### src/rtl/ctt_pkg.sv
// Shared types, token codes and character-class helpers for the config text tokenizer.
// No dependencies; every other file in rtl/ imports this package.
package ctt_pkg;

   localparam int unsigned TOKEN_LEN_MAX_DEF = 255;
   localparam int unsigned BUFFER_BYTES_DEF  = 65536;
   localparam int unsigned LINE_MAX_DEF      = 65535;

   localparam logic [3:0] KIND_END    = 4'd0;
   localparam logic [3:0] KIND_SERVER = 4'd1;
   localparam logic [3:0] KIND_NAME   = 4'd2;
   localparam logic [3:0] KIND_PORT   = 4'd3;
   localparam logic [3:0] KIND_LBRACE = 4'd4;
   localparam logic [3:0] KIND_RBRACE = 4'd5;
   localparam logic [3:0] KIND_NUMBER = 4'd6;
   localparam logic [3:0] KIND_IDENT  = 4'd7;
   localparam logic [3:0] KIND_ERROR  = 4'd8;

   localparam logic [1:0] KW_SERVER = 2'd0;
   localparam logic [1:0] KW_NAME   = 2'd1;
   localparam logic [1:0] KW_PORT   = 2'd2;

   localparam logic [7:0] CH_SPACE  = 8'h20;
   localparam logic [7:0] CH_TAB    = 8'h09;
   localparam logic [7:0] CH_CR     = 8'h0D;
   localparam logic [7:0] CH_LF     = 8'h0A;
   localparam logic [7:0] CH_LBRACE = 8'h7B;
   localparam logic [7:0] CH_RBRACE = 8'h7D;
   localparam logic [7:0] CH_DOT    = 8'h2E;
   localparam logic [7:0] CH_0      = 8'h30;
   localparam logic [7:0] CH_9      = 8'h39;
   localparam logic [7:0] CH_LA     = 8'h61;
   localparam logic [7:0] CH_LZ     = 8'h7A;
   localparam logic [7:0] CH_UA     = 8'h41;
   localparam logic [7:0] CH_UZ     = 8'h5A;
   localparam logic [7:0] CH_S      = 8'h73;
   localparam logic [7:0] CH_N      = 8'h6E;
   localparam logic [7:0] CH_P      = 8'h70;

   localparam int unsigned RSP_DEPTH = 4;
   localparam int unsigned RSP_PTR_W = 2;
   localparam int unsigned RSP_CNT_W = 3;

   typedef struct packed {
      logic [3:0]  token_kind;
      logic [7:0]  token_length;
      logic [15:0] start_offset;
      logic [15:0] line_number;
      logic        run_end;
   } rsp_type;

   function automatic logic is_ws(input logic [7:0] c);
      return (c == CH_SPACE) || (c == CH_TAB) || (c == CH_CR) || (c == CH_LF);
   endfunction

   function automatic logic is_digit(input logic [7:0] c);
      return (c >= CH_0) && (c <= CH_9);
   endfunction

   function automatic logic is_alpha(input logic [7:0] c);
      return ((c >= CH_LA) && (c <= CH_LZ)) || ((c >= CH_UA) && (c <= CH_UZ));
   endfunction

   function automatic logic is_word(input logic [7:0] c);
      return is_digit(c) || is_alpha(c) || (c == CH_DOT);
   endfunction

   function automatic logic [2:0] kw_len(input logic [1:0] k);
      logic [2:0] len;
      case (k)
         KW_SERVER: len = 3'd6;
         KW_NAME:   len = 3'd4;
         KW_PORT:   len = 3'd4;
         default:   len = 3'd0;
      endcase
      return len;
   endfunction

   function automatic logic [7:0] kw_char(input logic [1:0] k, input logic [2:0] p);
      logic [7:0] ch;
      ch = 8'h00;
      case (k)
         KW_SERVER: begin
            case (p)
               3'd0:    ch = 8'h73;
               3'd1:    ch = 8'h65;
               3'd2:    ch = 8'h72;
               3'd3:    ch = 8'h76;
               3'd4:    ch = 8'h65;
               3'd5:    ch = 8'h72;
               default: ch = 8'h00;
            endcase
         end
         KW_NAME: begin
            case (p)
               3'd0:    ch = 8'h6E;
               3'd1:    ch = 8'h61;
               3'd2:    ch = 8'h6D;
               3'd3:    ch = 8'h65;
               default: ch = 8'h00;
            endcase
         end
         KW_PORT: begin
            case (p)
               3'd0:    ch = 8'h70;
               3'd1:    ch = 8'h6F;
               3'd2:    ch = 8'h72;
               3'd3:    ch = 8'h74;
               default: ch = 8'h00;
            endcase
         end
         default: ch = 8'h00;
      endcase
      return ch;
   endfunction

endpackage

### src/rtl/config_text_tokenizer_unit.sv
// Top level of the config text tokenizer: input byte register, scanner and result queue.
// Depends on ctt_pkg, ctt_scan and ctt_rsp_fifo.
//
//   channel | direction | fields
//   req     | in        | data_byte[7:0], last_byte
//   rsp     | out       | token_kind[3:0], token_length[7:0], start_offset[15:0],
//           |           | line_number[15:0], run_end
//
// One byte per cycle while the queue has room: each byte is held in the input register,
// scanned, and its results are written into a four-entry queue, from which its first
// result is offered. The rsp port gives one result per cycle while rsp_ready is high;
// a byte gives at most one result, the final byte up to two. The input register advances
// only while the queue has room for two, so a stalled rsp side backs up into req_ready.
// Synchronous reset returns the scanner to line 1, offset 0, between tokens.
module config_text_tokenizer_unit #(
   parameter int unsigned TOKEN_LEN_MAX = ctt_pkg::TOKEN_LEN_MAX_DEF,
   parameter int unsigned BUFFER_BYTES  = ctt_pkg::BUFFER_BYTES_DEF,
   parameter int unsigned LINE_MAX      = ctt_pkg::LINE_MAX_DEF
) (
   input  logic        clock,
   input  logic        reset,
   input  logic        req_valid,
   output logic        req_ready,
   input  logic [7:0]  req_data_byte,
   input  logic        req_last_byte,
   output logic        rsp_valid,
   input  logic        rsp_ready,
   output logic [3:0]  rsp_token_kind,
   output logic [7:0]  rsp_token_length,
   output logic [15:0] rsp_start_offset,
   output logic [15:0] rsp_line_number,
   output logic        rsp_run_end
);
   import ctt_pkg::*;

   logic       in_valid_ff, in_valid_in;
   logic [7:0] byte_ff;
   logic       last_ff;
   logic       adv;
   logic       room;
   logic [1:0] res_count;
   logic [1:0] push_n;
   rsp_type    res0, res1, rsp_item;

   assign adv         = in_valid_ff && room;
   assign req_ready   = !in_valid_ff || adv;
   assign in_valid_in = req_ready ? req_valid : in_valid_ff;
   assign push_n      = adv ? res_count : 2'd0;

   always_ff @(posedge clock) begin
      if (reset) begin
         in_valid_ff <= 1'b0;
      end else begin
         in_valid_ff <= in_valid_in;
      end
   end

   always_ff @(posedge clock) begin
      if (req_valid && req_ready) begin
         byte_ff <= req_data_byte;
         last_ff <= req_last_byte;
      end
   end

   ctt_scan #(
      .TOKEN_LEN_MAX (TOKEN_LEN_MAX),
      .BUFFER_BYTES  (BUFFER_BYTES),
      .LINE_MAX      (LINE_MAX)
   ) u_scan (
      .clock     (clock),
      .reset     (reset),
      .adv       (adv),
      .data_byte (byte_ff),
      .last_byte (last_ff),
      .res0      (res0),
      .res1      (res1),
      .res_count (res_count)
   );

   ctt_rsp_fifo u_fifo (
      .clock     (clock),
      .reset     (reset),
      .push_n    (push_n),
      .push0     (res0),
      .push1     (res1),
      .room      (room),
      .rsp_valid (rsp_valid),
      .rsp_ready (rsp_ready),
      .rsp_item  (rsp_item)
   );

   assign rsp_token_kind   = rsp_item.token_kind;
   assign rsp_token_length = rsp_item.token_length;
   assign rsp_start_offset = rsp_item.start_offset;
   assign rsp_line_number  = rsp_item.line_number;
   assign rsp_run_end      = rsp_item.run_end;

   a_byte_gives_result: assert property (@(posedge clock) disable iff (reset)
      adv && last_ff |-> res_count != 2'd0)
      else $error("final byte produced no end token");

   a_hold_when_full: assert property (@(posedge clock) disable iff (reset)
      in_valid_ff && !room |=> in_valid_ff && $stable(byte_ff) && $stable(last_ff))
      else $error("input register changed while stalled");

   a_count_bound: assert property (@(posedge clock) disable iff (reset)
      res_count != 2'd3)
      else $error("more than two results for one byte");
endmodule

### src/rtl/ctt_scan.sv
// Scanner state and per-byte token logic: one registered byte in, up to two results out.
// Depends on ctt_pkg for token codes, keyword tables and character classes.
module ctt_scan #(
   parameter int unsigned TOKEN_LEN_MAX = ctt_pkg::TOKEN_LEN_MAX_DEF,
   parameter int unsigned BUFFER_BYTES  = ctt_pkg::BUFFER_BYTES_DEF,
   parameter int unsigned LINE_MAX      = ctt_pkg::LINE_MAX_DEF
) (
   input  logic             clock,
   input  logic             reset,
   input  logic             adv,
   input  logic [7:0]       data_byte,
   input  logic             last_byte,
   output ctt_pkg::rsp_type res0,
   output ctt_pkg::rsp_type res1,
   output logic [1:0]       res_count
);
   import ctt_pkg::*;

   localparam int unsigned LEN_W  = $clog2(TOKEN_LEN_MAX + 1);
   localparam int unsigned OFF_W  = $clog2(BUFFER_BYTES);
   localparam int unsigned LINE_W = $clog2(LINE_MAX + 1);
   localparam int unsigned LEN_X  = (LEN_W > 8) ? LEN_W : 8;
   localparam int unsigned OFF_X  = (OFF_W > 16) ? OFF_W : 16;
   localparam int unsigned LINE_X = (LINE_W > 16) ? LINE_W : 16;

   localparam logic [1:0] MODE_IDLE   = 2'd0;
   localparam logic [1:0] MODE_DIGITS = 2'd1;
   localparam logic [1:0] MODE_WORD   = 2'd2;
   localparam logic [1:0] MODE_SKIP   = 2'd3;

   logic [1:0]        mode_ff,  mode_in;
   logic [2:0]        cand_ff,  cand_in;
   logic [2:0]        pos_ff,   pos_in;
   logic [LEN_W-1:0]  len_ff,   len_in;
   logic [OFF_W-1:0]  start_ff, start_in;
   logic [OFF_W-1:0]  off_ff,   off_in;
   logic [LINE_W-1:0] line_ff,  line_in;

   logic              ws, digit, word, brace, newline;
   logic [1:0]        kw_idx;
   logic [2:0]        kw_n;
   logic [2:0]        pos_inc;
   logic              tok_v;
   logic [3:0]        tok_kind;
   logic [LEN_W-1:0]  tok_len;
   logic              tok_kw;
   logic              tok_at_off;
   logic [LINE_W-1:0] line_cnt;
   logic [LEN_X-1:0]  tok_len_x;
   logic [OFF_X-1:0]  off_x, start_x;
   logic [LINE_X-1:0] line_x, line_cnt_x;
   rsp_type           tok_r, end_r;

   assign ws      = is_ws(data_byte);
   assign digit   = is_digit(data_byte);
   assign word    = is_word(data_byte);
   assign brace   = (data_byte == CH_LBRACE) || (data_byte == CH_RBRACE);
   assign newline = (data_byte == CH_LF);
   assign kw_idx  = cand_ff[0] ? KW_SERVER : (cand_ff[1] ? KW_NAME : KW_PORT);
   assign kw_n    = kw_len(kw_idx);
   assign pos_inc = pos_ff + 3'd1;

   always_comb begin
      mode_in    = mode_ff;
      cand_in    = cand_ff;
      pos_in     = pos_ff;
      len_in     = len_ff;
      start_in   = start_ff;
      line_cnt   = line_ff;
      tok_v      = 1'b0;
      tok_kind   = KIND_ERROR;
      tok_len    = len_ff;
      tok_kw     = 1'b0;
      tok_at_off = 1'b0;
      case (mode_ff)
         MODE_IDLE: begin
            if (ws) begin
               if (newline && (line_ff < LINE_W'(LINE_MAX))) begin
                  line_cnt = line_ff + 1'b1;
               end
            end else if (brace) begin
               tok_v      = 1'b1;
               tok_kind   = (data_byte == CH_LBRACE) ? KIND_LBRACE : KIND_RBRACE;
               tok_len    = LEN_W'(1);
               tok_at_off = 1'b1;
            end else if (word) begin
               start_in = off_ff;
               len_in   = LEN_W'(1);
               mode_in  = digit ? MODE_DIGITS : MODE_WORD;
               cand_in  = (data_byte == CH_S) ? 3'b001 :
                          (data_byte == CH_N) ? 3'b010 :
                          (data_byte == CH_P) ? 3'b100 : 3'b000;
               pos_in   = (cand_in != 3'b000) ? 3'd1 : 3'd0;
               if (last_byte) begin
                  tok_v      = 1'b1;
                  tok_kind   = digit ? KIND_NUMBER : KIND_IDENT;
                  tok_len    = LEN_W'(1);
                  tok_at_off = 1'b1;
               end
            end else begin
               tok_v      = 1'b1;
               tok_kind   = KIND_ERROR;
               tok_len    = '0;
               tok_at_off = 1'b1;
               mode_in    = MODE_SKIP;
            end
         end
         MODE_DIGITS, MODE_WORD: begin
            if ((cand_ff != 3'b000) && (pos_ff < kw_n) &&
                (data_byte == kw_char(kw_idx, pos_ff))) begin
               pos_in = pos_inc;
            end else if (cand_ff != 3'b000) begin
               cand_in = 3'b000;
               pos_in  = 3'd0;
            end
            if ((cand_ff != 3'b000) && (pos_ff < kw_n) &&
                (data_byte == kw_char(kw_idx, pos_ff)) && (pos_inc == kw_n)) begin
               tok_v    = 1'b1;
               tok_kind = {2'b00, kw_idx} + 4'd1;
               tok_kw   = 1'b1;
               mode_in  = MODE_IDLE;
               cand_in  = 3'b000;
               pos_in   = 3'd0;
               len_in   = '0;
            end else if (word) begin
               if (len_ff < LEN_W'(TOKEN_LEN_MAX)) begin
                  len_in = len_ff + 1'b1;
               end
               if (!digit) begin
                  mode_in = MODE_WORD;
               end
               if (last_byte) begin
                  tok_v    = 1'b1;
                  tok_kind = (mode_in == MODE_DIGITS) ? KIND_NUMBER : KIND_IDENT;
                  tok_len  = len_in;
               end
            end else if (ws) begin
               tok_v    = 1'b1;
               tok_kind = (mode_ff == MODE_DIGITS) ? KIND_NUMBER : KIND_IDENT;
               mode_in  = MODE_IDLE;
               cand_in  = 3'b000;
               pos_in   = 3'd0;
               len_in   = '0;
               if (newline && (line_ff < LINE_W'(LINE_MAX))) begin
                  line_cnt = line_ff + 1'b1;
               end
            end else begin
               tok_v    = 1'b1;
               tok_kind = KIND_ERROR;
               mode_in  = MODE_SKIP;
               cand_in  = 3'b000;
               pos_in   = 3'd0;
               len_in   = '0;
            end
         end
         default: begin
         end
      endcase
      line_in = line_cnt;
      off_in  = (off_ff < OFF_W'(BUFFER_BYTES - 1)) ? off_ff + 1'b1 : off_ff;
      if (last_byte) begin
         mode_in  = MODE_IDLE;
         cand_in  = 3'b000;
         pos_in   = 3'd0;
         len_in   = '0;
         start_in = '0;
         off_in   = '0;
         line_in  = LINE_W'(1);
      end
   end

   assign tok_len_x  = LEN_X'(tok_len);
   assign off_x      = OFF_X'(off_ff);
   assign start_x    = OFF_X'(start_ff);
   assign line_x     = LINE_X'(line_ff);
   assign line_cnt_x = LINE_X'(line_cnt);

   always_comb begin
      tok_r.token_kind   = tok_kind;
      tok_r.token_length = tok_kw ? {5'd0, kw_n} : tok_len_x[7:0];
      tok_r.start_offset = tok_at_off ? off_x[15:0] : start_x[15:0];
      tok_r.line_number  = line_x[15:0];
      tok_r.run_end      = !last_byte;
      end_r.token_kind   = KIND_END;
      end_r.token_length = 8'd0;
      end_r.start_offset = off_x[15:0];
      end_r.line_number  = line_cnt_x[15:0];
      end_r.run_end      = 1'b1;
   end

   assign res0      = tok_v ? tok_r : end_r;
   assign res1      = end_r;
   assign res_count = {1'b0, tok_v} + {1'b0, last_byte};

   always_ff @(posedge clock) begin
      if (reset) begin
         mode_ff  <= MODE_IDLE;
         cand_ff  <= 3'b000;
         pos_ff   <= 3'd0;
         len_ff   <= '0;
         start_ff <= '0;
         off_ff   <= '0;
         line_ff  <= LINE_W'(1);
      end else if (adv) begin
         mode_ff  <= mode_in;
         cand_ff  <= cand_in;
         pos_ff   <= pos_in;
         len_ff   <= len_in;
         start_ff <= start_in;
         off_ff   <= off_in;
         line_ff  <= line_in;
      end
   end

   a_cand_onehot: assert property (@(posedge clock) disable iff (reset)
      $onehot0(cand_ff))
      else $error("keyword candidates not one-hot");

   a_last_resets: assert property (@(posedge clock) disable iff (reset)
      adv && last_byte |=> (mode_ff == MODE_IDLE) && (off_ff == '0) &&
                           (line_ff == LINE_W'(1)))
      else $error("buffer end did not restore scanner state");

   a_skip_on_error: assert property (@(posedge clock) disable iff (reset)
      (mode_ff != MODE_SKIP) && (mode_in == MODE_SKIP) && !last_byte |->
         tok_v && (tok_kind == KIND_ERROR))
      else $error("skip entered without an error token");

   a_line_nonzero: assert property (@(posedge clock) disable iff (reset)
      line_ff != '0)
      else $error("line count reached zero");
endmodule

### src/rtl/ctt_rsp_fifo.sv
// Result queue: takes up to two results per cycle, hands out one per rsp handshake.
// Depends on ctt_pkg for the result type and queue sizing.
module ctt_rsp_fifo (
   input  logic             clock,
   input  logic             reset,
   input  logic [1:0]       push_n,
   input  ctt_pkg::rsp_type push0,
   input  ctt_pkg::rsp_type push1,
   output logic             room,
   output logic             rsp_valid,
   input  logic             rsp_ready,
   output ctt_pkg::rsp_type rsp_item
);
   import ctt_pkg::*;

   rsp_type                entry_ff [RSP_DEPTH];
   logic [RSP_PTR_W-1:0]   wr_ptr_ff, wr_ptr_in;
   logic [RSP_PTR_W-1:0]   rd_ptr_ff, rd_ptr_in;
   logic [RSP_CNT_W-1:0]   count_ff,  count_in;
   logic [RSP_PTR_W-1:0]   wr_ptr_next;
   logic                   pop;

   assign room        = count_ff <= RSP_CNT_W'(RSP_DEPTH - 2);
   assign rsp_valid   = count_ff != '0;
   assign rsp_item    = entry_ff[rd_ptr_ff];
   assign pop         = rsp_valid && rsp_ready;
   assign wr_ptr_next = wr_ptr_ff + 1'b1;
   assign wr_ptr_in   = wr_ptr_ff + RSP_PTR_W'(push_n);
   assign rd_ptr_in   = rd_ptr_ff + RSP_PTR_W'(pop);
   assign count_in    = count_ff + RSP_CNT_W'(push_n) - RSP_CNT_W'(pop);

   always_ff @(posedge clock) begin
      if (reset) begin
         wr_ptr_ff <= '0;
         rd_ptr_ff <= '0;
         count_ff  <= '0;
      end else begin
         wr_ptr_ff <= wr_ptr_in;
         rd_ptr_ff <= rd_ptr_in;
         count_ff  <= count_in;
      end
   end

   always_ff @(posedge clock) begin
      if (push_n != 2'd0) begin
         entry_ff[wr_ptr_ff] <= push0;
      end
      if (push_n == 2'd2) begin
         entry_ff[wr_ptr_next] <= push1;
      end
   end

   a_no_overflow: assert property (@(posedge clock) disable iff (reset)
      count_ff <= RSP_CNT_W'(RSP_DEPTH))
      else $error("result queue overflow");

   a_push_with_room: assert property (@(posedge clock) disable iff (reset)
      push_n != 2'd0 |-> room)
      else $error("push into queue without room");

   a_ptr_track: assert property (@(posedge clock) disable iff (reset)
      RSP_PTR_W'(wr_ptr_ff - rd_ptr_ff) == RSP_PTR_W'(count_ff))
      else $error("queue pointers disagree with count");
endmodule
### config.mk
export PLATFORM = sky130hd
export DESIGN_NAME = config_text_tokenizer_unit
export DESIGN_NICKNAME = d
export VERILOG_FILES = /design/src/rtl/ctt_pkg.sv /design/src/rtl/config_text_tokenizer_unit.sv /design/src/rtl/ctt_scan.sv /design/src/rtl/ctt_rsp_fifo.sv
export SDC_FILE = /design/constraint.sdc
export NUM_CORES = 1
export LEC_CHECK = 0
export BUFFER_PORTS_ARGS = -buffer_cell sky130_fd_sc_hd__buf_2
export CAP_MARGIN = 15
export CORE_AREA = 2 2 189 191
export DETAILED_ROUTE_END_ITERATION = 10
export DIE_AREA = 0 0 191 193
export PLACE_DENSITY = 0.6
export SLEW_MARGIN = 20
export SYNTH_ARGS = -nofsm -noshare
export SYNTH_HDL_FRONTEND = slang
export SYNTH_SLANG_ARGS = --single-unit
### constraint.sdc
create_clock -name clock -period 5.73 [get_ports clock]
set_clock_uncertainty 0.05 [all_clocks]
set_input_delay 0.573 -clock clock [delete_from_list [all_inputs] [get_ports clock]]
set_output_delay 0.573 -clock clock [all_outputs]
set_load 0.03 [all_outputs]
==> results by group, run 1 <==
Worst setup path
  – Critical path class: reg2reg
  – Worst setup EP type: flop
  – Worst Path Max Fanout: 16
  – Critical Path Source: u_scan.pos_ff[2]
  – Reg2reg setup slack: 0.33 ns
  – WP data arrival: 5.79 ns
  – Crit Reg-Reg Startpoint: u_scan.pos_ff[2]
  – Crit path launch type: flop
  – CP required: 6.12 ns

Synth
  – Area contributors post-synth: edfxtp_1 30%, dfxtp_1 18%, mux4_2 7.3%
  – Synthesized flop and latch total: 261
  – Post-Synthesis Cells: 1307
  – Post-synthesis net count: 1337
  – Synth Flop Type: edfxtp_1
  – Synth cell types: 91
  – Post-synth EDFFs: 137
  – Synth top area share: 29.8%
  – Total number of yosys warnings: 0
  – Leading area contributor after synthesis: edfxtp_1
  – Sequential share of the synthesized area: 47.7%
  – Mapped cell area: 0.0138 sq mm
  – Ys async rst share: 0%
  – Most common cell in the synthesized netlist: edfxtp_1
  – Synth top cells by count: 137 x edfxtp_1, 124 x dfxtp_1, 108 x nand2_1, 103 x nor2_1, 102 x a22o_1
  – Syn avg cell area: 10.6 sq um

Run status
  – Status: finished, final reports clean

STA
  – Worst slew pin tran: 1.08 ns
  – Final worst setup slack: 0.328 ns
  – Setup violations, final: 0
  – Fin crit share: 94.3%
  – Fmax: 185 MHz
  – Tmin final: 5.40 ns
  – Final Hold Viols: 0
  – Slew HR: 27.6%
  – Final count of pins violating max slew: 0
  – Setup TNS Final: 0 ns
  – RSZ-0062 raised after global routing: yes

Global route
  – Vias in the first global route: 10800
  – First-pass GRT wire length: 64400 um
  – Initial antenna violation count: 0
  – Overflow after GRT: 0
  – Largest net degree at the start of global routing: 56
  – GRT Resource Usage Total: 22.6%

Drt
  – Routed met3 length: 3270 um
  – DR WL/cell: 23.2 um
  – # DRC: 0
  – Vias: 11200
  – Post-route ant nets: 0
  – DRT Wirelength: 42000 um
  – Routed wl met2: 19200 um
  – Uppermost routed layer: met4
  – DR iter-0 viols: 1291
  – Via/cell ratio: 6.18
  – DR pass1 iterations: 6
  – DRT met1 WL: 18700 um

Floorplan
  – Total core area: 0.0350 sq mm
  – Cell Rows: 69
  – Die ar.: 0.0369 sq mm
  – Die X: 191 um
  – Ports: 60
  – Die height: 193 um
  – Initial Util: 39.5%

Hold path
  – Worst Min Path Start: req_data_byte[6]
  – Worst hold path type: in2reg

Clock tree
  – Root buf cell: clkbuf_16
  – Clock Sinks: 261
  – CTS H-Tree Depth: 1
  – Clock Path Buffers: 3
  – CTS clk-pin slew, worst paths: 0.06 ns
  – TritonCTS clock tree: built
  – CTS buffer count: 29
  – Clock Latency Late Sink: 0.57 ns

Finish
  – Share of layout cells above drive strength 1: 17.0%
  – Fillers: 3302
  – Nets: 1357
  – # diodes: 0
  – Register area: 0.00660 sq mm
  – Area Growth Syn to Fin: 12.4%
  – Final core occ: 44.4%
  – Footprint of the multi-input gates: 0.00668 sq mm

Placed design
  – Input/output buffers: 59
  – Worst slack at placement: 0.0351 ns
  – DP HPWL: 28000 um
  – Gp weighted congestion: 0.951

Power and ir drop
  – Pwr dens: 357 mW/mm^2
  – Reg power frac: 40.2%
  – Net Sw Frac: 33.5%
  – Tot Pwr: 5.55 mW
  – Max IR drop VDD: 0.000252 V
  – Internal Power: 3.69 mW
  – Sw Pwr: 1.86 mW
  – Logic gate share of total power: 26.3%
  – Leakage: 5.32 nW
  – Clk network pwr share: 33.5%

Job
  – Max Cap Viol: 0
-- placed cells by master, fill, tap and decap left out, types with 9 or more instances in the layout --
cell / count
edfxtp_1: 137
dfxtp_1: 121
nand2_1: 108
nor2_1: 103
a22o_1: 102
buf_2: 59
o21ai_0: 54
a21oi_1: 50
nand3_1: 45
mux4_2: 45
buf_4: 35
clkbuf_16: 30
inv_1: 27
a32o_1: 26
nor3_1: 25
a22oi_1: 24
nand4_1: 18
a31oi_1: 17
and3_1: 17
ha_1: 16
xor2_1: 15
or3_1: 14
nand2b_1: 11
o22ai_1: 11
clkbuf_1: 11
xnor2_1: 10
or4_1: 9
a311oi_1: 9
a211oi_1: 9
-- sequential cells by signal, indices dropped and copies added, names as in the netlist --
signal	count
u_fifo.entry_ff	180
u_scan.line_ff	16
u_scan.off_ff	16
u_scan.start_ff	16
byte_ff	8
u_scan.len_ff	8
u_fifo.count_ff	3
u_scan.cand_ff	3
u_scan.pos_ff	3
u_fifo.rd_ptr_ff	2
u_fifo.wr_ptr_ff	2
u_scan.mode_ff	2
in_valid_ff	1
last_ff	1
-- cells by family after synthesis --
kind of cell | synth area share, %
and+or+nand+nor | 15.3
AOI/OAI and AO/OA | 21.8
DFF | 47.7
buffers and inverters | 4.14
muxes | 7.85
xor gates and xnor gates | 1.58
adders and majority gates | 1.59
other | 0.0271
-- critical path, cell delays in order (launching register included) --
cell and delay (ns):
dfxtp_1 0.54, inv_1 0.15, ha_1 0.28, or4_1 0.52
and3_4 0.19, o31ai_4 0.27, nand4_2 0.21, nor3_4 0.41
nor2_8 0.13, inv_2 0.21, ha_1 0.32, o21ai_1 0.19
nor3_2 0.46, nor2_1 0.21, a31oi_2 0.88, a22o_1 0.25
-- repair_timing --
item / 4_1_cts / 5_1_grt
setup endpoints to repair: 0 / 54
gates resized for setup: 0 / 3
hold buffers: 0 / 0
setup buffers: 0 / 0
-- metal layers --
layer	GRT usage [%]	vias up
met5	0	-
met4	5.81	0
met3	3.51	59
met2	36.6	483
met1	31.7	5531
li1	-	5117
-- power groups by stage --
stage | Clock, mW | Sequential (mW) | Combinational, mW
CTS | 1.89 | 2.28 | 1.39
detailed placement | 0 | 2.33 | 1.38
floorplan | 0 | 2.17 | 1.09
global route | 1.96 | 2.25 | 1.56
finish | 1.86 | 2.23 | 1.46
global placement | 0 | 2.32 | 1.38
-- path summary, 6_finish.rpt --
check / endpoint / cells past startpoint
worst max-delay path: u_fifo.entry_ff[0][20] / 15
worst min-delay path: byte_ff[6] / 1
worst max register to register: u_fifo.entry_ff[0][20] / 15
worst min register to register: u_fifo.entry_ff[1][38] / 2
-- layout make-up --
type                    instances  area share, %
clock buffers                  47           5.63
clock inverters                 6          0.467
inverters                      29          0.725
multi-input cells             909           43.0
flip-flops and latches        261           42.5
well taps                     461           3.71
repair buffers                 97           4.03
-- metrics by stage --
stage,cells,cell area [sq um],hold slack [ns]
4_1_cts,1809,15500,0.117
2_1_floorplan,1307,13800,0.370
3_5_place_dp,1756,14600,0.388
6_report,1810,15500,0.134
3_3_place_gp,1756,14600,0.381
5_1_grt,1810,15500,0.120
Note: power is estimated with default switching activity, not from simulation.
==> inputs of run 2 (changes only) <==
--- a/config.mk
+++ b/config.mk
@@ -5,12 +5,13 @@
 export SDC_FILE = /design/constraint.sdc
 export NUM_CORES = 1
 export LEC_CHECK = 0
+export ABC_AREA = 1
 export BUFFER_PORTS_ARGS = -buffer_cell sky130_fd_sc_hd__buf_2
 export CAP_MARGIN = 15
-export CORE_AREA = 2 2 189 191
+export CORE_AREA = 2 2 195 197
 export DETAILED_ROUTE_END_ITERATION = 10
-export DIE_AREA = 0 0 191 193
-export PLACE_DENSITY = 0.6
+export DIE_AREA = 0 0 197 199
+export PLACE_DENSITY = 0.59
 export SLEW_MARGIN = 20
 export SYNTH_ARGS = -nofsm -noshare
 export SYNTH_HDL_FRONTEND = slang
==> run 2 against run 1 <==
  * Hold slack worse by 0.0054 ns
  * Sequential power hardly changed
  * Global-route usage is 0.25 points lower
  * Synthesized cell count is 54% higher
  * Critical endpoint is now u_fifo.entry_ff[2][44]
==> results by group, run 2 <==
Worst setup path
  – Worst-path cell chain: inv_4 -> ha_1 -> nor4_2 -> nand3_2 -> clkinv_2 -> nand2_4 -> a21oi_4 -> ha_1 -> inv_1 -> nor2_1 -> inv_1 -> nor2_1 -> nand2_1 -> nand2_1 -> buf_4 -> inv_1 -> nand2_1 -> o21ai_2
  – Critical Path Source: u_scan.pos_ff[2]
  – Worst Path Max Fanout: 18 (+2)
  – CP required: 6.13 ns (about the same)
  – Crit Reg-Reg Startpoint: u_scan.pos_ff[2]
  – Crit path launch type: flop
  – Critical path class: reg2reg
  – WP data arrival: 5.23 ns (-0.56 ns)
  – Crit-path max cell delay: 0.58 ns (-0.30 ns)
  – Critical path's slowest cell: dfxtp_1
  – Worst setup EP type: flop

Hold path
  – Worst Min Path Start: req_data_byte[4]
  – Worst hold path type: in2reg

Synth
  – Sequential share of the synthesized area: 45.1% (-2.6 points)
  – Post-synth EDFFs: 137 (unchanged)
  – Largest family of logic cells by synthesized area: simple AND/OR/NAND/NOR gates
  – Post-synthesis net count: 2038 (+52%)
  – Synth top cells by count: 657 x nand2_1, 188 x nand3_1, 181 x nor2_1, 168 x o21ai_0, 137 x edfxtp_1
  – Synth Area in Compound Gates: 13.5% (-8.4 points)
  – Synthesized flop and latch total: 261 (unchanged)
  – Adder-cell share of the synthesized area: 1.51% (-0.087 points)
  – Most common cell in the synthesized netlist: nand2_1
  – Syn avg cell area: 7.28 sq um (-31%)
  – Synth cell types: 50 (-45%)
  – Xor/xnor cell area share of the yosys netlist: 1.32% (-0.27 points)
  – Synth top area share: 28.1% (-1.6 points)
  – Area contributors post-synth: edfxtp_1 28%, dfxtp_1 17%, nand2_1 17%
  – Mux share of post-synthesis cell area: 0% (-7.8 points)
  – Post-Synthesis Cells: 2008 (+54%)
  – Leading area contributor after synthesis: edfxtp_1
  – Simple-gate share of the synthesized area: 31.7% (+16 points)
  – Total number of yosys warnings: 0 (unchanged)
  – Synth Flop Type: edfxtp_1
  – Mapped cell area: 0.0146 sq mm (+5.8%)
  – Ys async rst share: 0% (unchanged)

STA
  – Slew HR: 36.6% (+9.0 points)
  – Setup violations, final: 0 (unchanged)
  – Final worst setup slack: 0.901 ns (+0.573 ns)
  – Tmin final: 4.83 ns (-0.573 ns)
  – Setup TNS Final: 0 ns (unchanged)
  – Worst slew pin tran: 0.951 ns (-0.131 ns)
  – Final Hold Viols: 0 (unchanged)
  – RSZ-0062 raised after global routing: no
  – Final count of pins violating max slew: 0 (unchanged)
  – Fin crit share: 84.3% (-10 points)
  – Fmax: 207 MHz (+12%)

Clock tree
  – Clock Latency Late Sink: 0.57 ns (about the same)
  – Clock Sinks: 261 (unchanged)
  – CTS clk-pin slew, worst paths: 0.06 ns (about the same)
  – Post-CTS Hold Buffers: 0 (unchanged)
  – Root buf cell: clkbuf_16
  – CTS H-Tree Depth: 1 (unchanged)
  – CTS buffer count: 30 (+3.4%)
  – Post-cts resize count: 0 (unchanged)
  – Setup repair bufs after CTS: 0 (unchanged)
  – TritonCTS clock tree: built
  – Clock Path Buffers: 3 (unchanged)

Floorplan
  – Ports: 60 (unchanged)
  – Die height: 199 um (+3.1%)
  – Initial Util: 39.4% (-0.15 points)
  – Total core area: 0.0371 sq mm (+6.2%)
  – Cell Rows: 71 (+2.9%)
  – Die ar.: 0.0392 sq mm (+6.3%)
  – Die X: 197 um (+3.1%)

Job
  – Max Cap Viol: 0 (unchanged)

Drt
  – DR pass1 iterations: 5 (-1)
  – # DRC: 0 (unchanged)
  – DR WL/cell: 17.3 um (-25%)
  – DR iter-0 viols: 1101 (-15%)
  – Via/cell ratio: 5.39 (-13%)
  – Vias: 13500 (+21%)
  – Post-route ant nets: 0 (unchanged)
  – DRT Wirelength: 43500 um (+3.6%)

Placed design
  – DP HPWL: 28300 um (+1.2%)
  – Gp weighted congestion: 0.883 (-7.1%)
  – Input/output buffers: 59 (unchanged)
  – Worst slack at placement: 0.993 ns (+0.958 ns)

Global route
  – First-pass GRT wire length: 69900 um (+8.6%)
  – Vias in the first global route: 12900 (+19%)
  – Largest net degree at the start of global routing: 92 (+64%)
  – GRT Resource Usage Total: 22.3% (-0.25 points)
  – Overflow after GRT: 0 (unchanged)
  – Initial antenna violation count: 1 (+1)

Finish
  – Leading cell type in the layout, fill and taps excluded: nand2_1
  – Area Growth Syn to Fin: 11.2%
  – Fillers: 3739 (+13%)
  – Final core occ: 43.8% (-0.63 points)
  – Largest register FFs: 180 (unchanged)
  – Nets: 2040 (+50%)
  – # diodes: 0 (unchanged)
  – Commonest non-fill, non-tap cells in the layout: 657 x nand2_1, 188 x nand3_1, 179 x nor2_1
  – Share of layout cells above drive strength 1: 10.1% (-6.9 points)
  – Most flops, register: u_fifo.entry_ff

Power and ir drop
  – Max IR drop VDD: 0.000248 V (-1.9%)
  – Pwr dens: 389 mW/mm^2 (+8.9%)
  – Leakage: 6.70 nW (+26%)

Run status
  – Status: finished, final reports clean
run 2: cell types whose count changed in the layout (fill, tap and decap cells not counted), moves of 76 or more:
cell	before	now
inv_1	27	113
nor2_1	103	179
o21ai_0	54	168
nand2_1	108	657
a22o_1	102	0
nand3_1	45	188
run 2: final cells by class:
| cell class | count | area [sq um] | share of cell area, % |
|---|---|---|---|
| sequential | 261 | 6600 | 40.5 |
| timing repair buffer | 88 | 513 | 3.15 |
| clock inverter | 19 | 229 | 1.41 |
| multi-input combinational | 1497 | 7040 | 43.3 |
| tap | 474 | 593 | 3.64 |
| clock buffer | 37 | 798 | 4.91 |
| inverter | 132 | 499 | 3.07 |
run 2: worst max-delay path: cells and delay by family, from the launching register on:
family                     cells  cell delay (ns)
buffers and inverters          6             1.08
and+or+nand+nor                8             2.17
adders and majority gates      2             0.59
DFF                            1             0.58
AOI/OAI and AO/OA              2             0.24
run 2: logic make-up (layout without fill, tap and decap cells):
family | after synthesis | after routing
AO/OA/AOI/OAI | 352 | 352
XOR/XNOR | 22 | 22
adder cells (fa/ha/maj) | 17 | 17
buffers and inverters | 250 | 276
flip-flops | 261 | 261
other | 1 | 1
AND/OR/NAND/NOR | 1105 | 1105
run 2: metal layers:
metal  track usage (%)  vias up  wire (um)
met4              6.99        2        934
li1                  -     6668          -
met3              2.90       73       2780
met5                 0        -         11
met1              30.6     6353      19900
met2              36.8      423      19900
run 2: worst paths after layout:
check | to | slack, ns | cells past startpoint
setup / recovery | u_fifo.entry_ff[2][44] | 0.90 | 18
hold / removal | byte_ff[4] | 0.13 | 1
setup reg to reg | u_fifo.entry_ff[2][44] | 0.90 | 18
hold reg to reg | u_fifo.entry_ff[1][40] | 0.40 | 2
run 2: report_power, final:
| part | leakage (nW) | internal [mW] | switching, mW |
|---|---|---|---|
| Clock | 0.494 | 1.21 | 0.804 |
| Sequential | 2.30 | 2.16 | 0.0893 |
| Combinational | 3.91 | 0.519 | 1.54 |
run 2: per-stage QoR:
| step | power, mW | cell area, sq um | hold slack (ns) | instances |
|---|---|---|---|---|
| 2_1_floorplan | 3.74 | 14600 | 0.371 | 2008 |
| 3_3_place_gp | 4.33 | 15200 | 0.385 | 2452 |
| 3_5_place_dp | 4.35 | 15200 | 0.386 | 2452 |
| 4_1_cts | 6.37 | 16300 | 0.103 | 2508 |
| 5_1_grt | 6.66 | 16300 | 0.111 | 2508 |
| 6_report | 6.32 | 16300 | 0.128 | 2508 |
==> inputs of run 3 (changes only) <==
--- a/config.mk
+++ b/config.mk
@@ -5,13 +5,13 @@
 export SDC_FILE = /design/constraint.sdc
 export NUM_CORES = 1
 export LEC_CHECK = 0
-export ABC_AREA = 1
+export ABC_AREA = 0
 export BUFFER_PORTS_ARGS = -buffer_cell sky130_fd_sc_hd__buf_2
 export CAP_MARGIN = 15
-export CORE_AREA = 2 2 195 197
+export CORE_AREA = 2 2 189 191
 export DETAILED_ROUTE_END_ITERATION = 10
-export DIE_AREA = 0 0 197 199
-export PLACE_DENSITY = 0.59
+export DIE_AREA = 0 0 191 193
+export PLACE_DENSITY = 0.6
 export SLEW_MARGIN = 20
 export SYNTH_ARGS = -nofsm -noshare
 export SYNTH_HDL_FRONTEND = slang
==> constraint.sdc (replaced) <==
create_clock -name clock -period 4.6 [get_ports clock]
set_clock_uncertainty 0.05 [all_clocks]
set_input_delay 0.46 -clock clock [delete_from_list [all_inputs] [get_ports clock]]
set_output_delay 0.46 -clock clock [all_outputs]
set_load 0.03 [all_outputs]
==> run 3 against run 2 <==
  * Via count fell by 17%
  * Maximum frequency is 11% higher
  * Total power is 11% higher
  * Clock power is 15% higher
  * Combinational power fell by 7%
  * First-iteration DRC count up 7.3%
  * Sequential cell count is the same
  * Hold slack lost 0.11 ns
  * Critical path depth shrank 1
  * Sequential power up 23%
==> results by group, run 3 (same netlist as run 1, synthesis figures left out) <==
Run status
  – Status: finished, final reports clean

Drt
  – Via/cell ratio: 6.14 (+14%)
  – DR iter-0 viols: 1181 (+7.3%)
  – Post-route ant nets: 0 (unchanged)
  – Vias: 11300 (-17%)
  – # DRC: 0 (unchanged)
  – DR WL/cell: 22.4 um (+29%)
  – DRT Wirelength: 41200 um (-5.3%)
  – DR pass1 iterations: 5 (unchanged)

Finish
  – Fillers: 3249 (-13%)
  – Most flops, register: u_fifo.entry_ff
  – Largest register FFs: 180 (unchanged)
  – Area Growth Syn to Fin: 14.9%
  – # diodes: 0 (unchanged)
  – Share of layout cells above drive strength 1: 19.1% (+9.0 points)
  – Nets: 1384 (-32%)
  – Leading cell type in the layout, fill and taps excluded: edfxtp_1
  – Commonest non-fill, non-tap cells in the layout: 137 x edfxtp_1, 121 x dfxtp_1, 108 x nand2_1
  – Final std cells w/o fill: 1836 (-27%)

Clock tree
  – CTS H-Tree Depth: 1 (unchanged)
  – CTS buffer count: 27 (-10%)
  – CTS clk-pin slew, worst paths: 0.06 ns (about the same)
  – Clock Sinks: 261 (unchanged)
  – Clock Path Buffers: 3 (unchanged)
  – Root buf cell: clkbuf_16
  – TritonCTS clock tree: built
  – Clock Latency Late Sink: 0.57 ns (about the same)

STA
  – Final count of pins violating max slew: 0 (unchanged)
  – Worst slew pin tran: 0.994 ns (+0.0430 ns)
  – Slew HR: 33.8% (-2.9 points)
  – Fmax: 231 MHz (+11%)
  – RSZ-0062 raised after global routing: no
  – Final Hold Viols: 0 (unchanged)
  – Setup violations, final: 0 (unchanged)
  – Fin crit share: 94.2% (+9.9 points)
  – Setup TNS Final: 0 ns (unchanged)
  – Tmin final: 4.33 ns (-0.496 ns)

Worst setup path
  – Crit-path max cell delay: 0.54 ns (-0.04 ns)
  – CP required: 4.85 ns (-1.28 ns)
  – Worst Path Max Fanout: 21 (+3)
  – Worst reg2reg path depth: 17 (-1)
  – Crit Reg-Reg Startpoint: u_scan.pos_ff[0]
  – Critical path class: reg2reg
  – Crit path launch type: flop
  – Critical Path Source: u_scan.pos_ff[0]
  – CP Depth: 17 (-1)
  – Worst-path cell chain: inv_1 -> ha_1 -> or4_1 -> and3_4 -> o31ai_4 -> nand4_4 -> nor3_4 -> nor2_8 -> inv_2 -> ha_2 -> o21ai_2 -> nor3_1 -> nor2_2 -> buf_4 -> nor2_1 -> nand3_1 -> a2bb2oi_1
  – WP data arrival: 4.58 ns (-0.65 ns)
  – Worst setup EP type: flop
  – CP delay by family, top: simple AND/OR/NAND/NOR gates
  – Critical path's slowest cell: or4_1
  – CP bufs+invs: 3 (-3)

Placed design
  – Gp weighted congestion: 0.927 (+5.0%)
  – DP HPWL: 27400 um (-3.1%)
  – Placed insts: 1777 (-28%)
  – Input/output buffers: 59 (unchanged)

Global route
  – First-pass GRT wire length: 63900 um (-8.5%)
  – Largest net degree at the start of global routing: 55 (-40%)
  – Vias in the first global route: 10800 (-16%)
  – GRT Resource Usage Total: 22.3% (-0.097 points)
  – Overflow after GRT: 0 (unchanged)
  – Initial antenna violation count: 0 (-1)

Hold path
  – Worst Hold Depth: 1 (unchanged)
  – Worst hold path type: in2reg
  – Worst Min Path Start: req_data_byte[3]

Power and ir drop
  – Internal Power: 4.68 mW (+20%)
  – Reg power frac: 39.5% (+4.0 points)
  – Tot Pwr: 7.00 mW (+11%)
  – Clk network pwr share: 33.2% (+1.3 points)
  – Logic gate share of total power: 27.3% (-5.3 points)
  – Sw Pwr: 2.32 mW (-4.6%)
  – Net Sw Frac: 33.2% (-5.3 points)
  – Pwr dens: 441 mW/mm^2 (+13%)
  – Leakage: 5.44 nW (-19%)
  – Max IR drop VDD: 0.000335 V (+35%)

Floorplan
  – Initial Util: 39.5% (+0.15 points)
  – Die X: 191 um (-3.0%)
  – Ports: 60 (unchanged)
  – Total core area: 0.0350 sq mm (-5.8%)
  – Die ar.: 0.0369 sq mm (-6.0%)
  – Die height: 193 um (-3.0%)
  – Cell Rows: 69 (-2.8%)

Job
  – Max Cap Viol: 0 (unchanged)
==> run 3: worst register-to-register path: stages (launching register included) <==
cell,delay (ns)
dfxtp_1,0.40
inv_1,0.10
ha_1,0.26
or4_1,0.54
and3_4,0.18
o31ai_4,0.30
nand4_4,0.19
nor3_4,0.33
nor2_8,0.04
inv_2,0.06
ha_2,0.32
o21ai_2,0.24
nor3_1,0.11
nor2_2,0.27
buf_4,0.37
nor2_1,0.12
nand3_1,0.09
a2bb2oi_1,0.09
==> run 3: worst paths after layout <==
path	slack, ns	to
worst max register to register	0.27	u_fifo.entry_ff[0][4]
worst min register to register	0.40	u_fifo.entry_ff[2][43]
worst min-delay path	0.01	byte_ff[3]
worst max-delay path	0.27	u_fifo.entry_ff[0][4]
==> run 3: power by group through the flow <==
stage | Combinational (mW) | Clock, mW | Sequential (mW)
final | 1.92 | 2.33 | 2.76
after global routing | 2.04 | 2.46 | 2.78
after CTS | 1.79 | 2.36 | 2.84
after detailed placement | 1.79 | 0 | 2.89
after global placement | 1.77 | 0 | 2.88
after floorplan | 1.36 | 0 | 2.70
==> run 3: layout make-up <==
type	count	area, sq um	share of cell area (%)
Clock buffer	39	802	5.05
Inverter	29	120	0.756
Timing Repair Buffer	126	902	5.68
Clock inverter	11	143	0.898
Tap cell	461	577	3.63
Multi-Input combinational cell	909	6740	42.4
Sequential cell	261	6600	41.6
==> run 3: layer usage <==
layer | track usage (%) | vias up | routed length (um)
met1 | 32.5 | 5561 | 18800
met5 | 0 | - | 0
met4 | 6.53 | 0 | 891
met2 | 34.7 | 475 | 18600
met3 | 2.64 | 56 | 3010
li1 | - | 5174 | -
==> run 3: timing repair <==
| action | in CTS | in global routing |
|---|---|---|
| gates resized for setup | 0 | 11 |
| setup endpoints to repair | 0 | 147 |
| setup buffers | 0 | 6 |
| hold buffers | 2 | 0 |
| hold endpoints to repair | 2 | 0 |
==> run 3: through the flow <==
step | util (%) | hold slack [ns] | cell area (sq um) | setup slack, ns
global route | 45.4 | 0.0107 | 15900 | 0.0126
CTS | 45.0 | 0.00120 | 15700 | 0.0208
detailed placement | 42.2 | 0.388 | 14800 | 0.0526
global placement | 42.2 | 0.380 | 14800 | 0.157
floorplan | - | 0.370 | 13900 | 0.0261
finish | 45.4 | 0.0145 | 15900 | 0.267
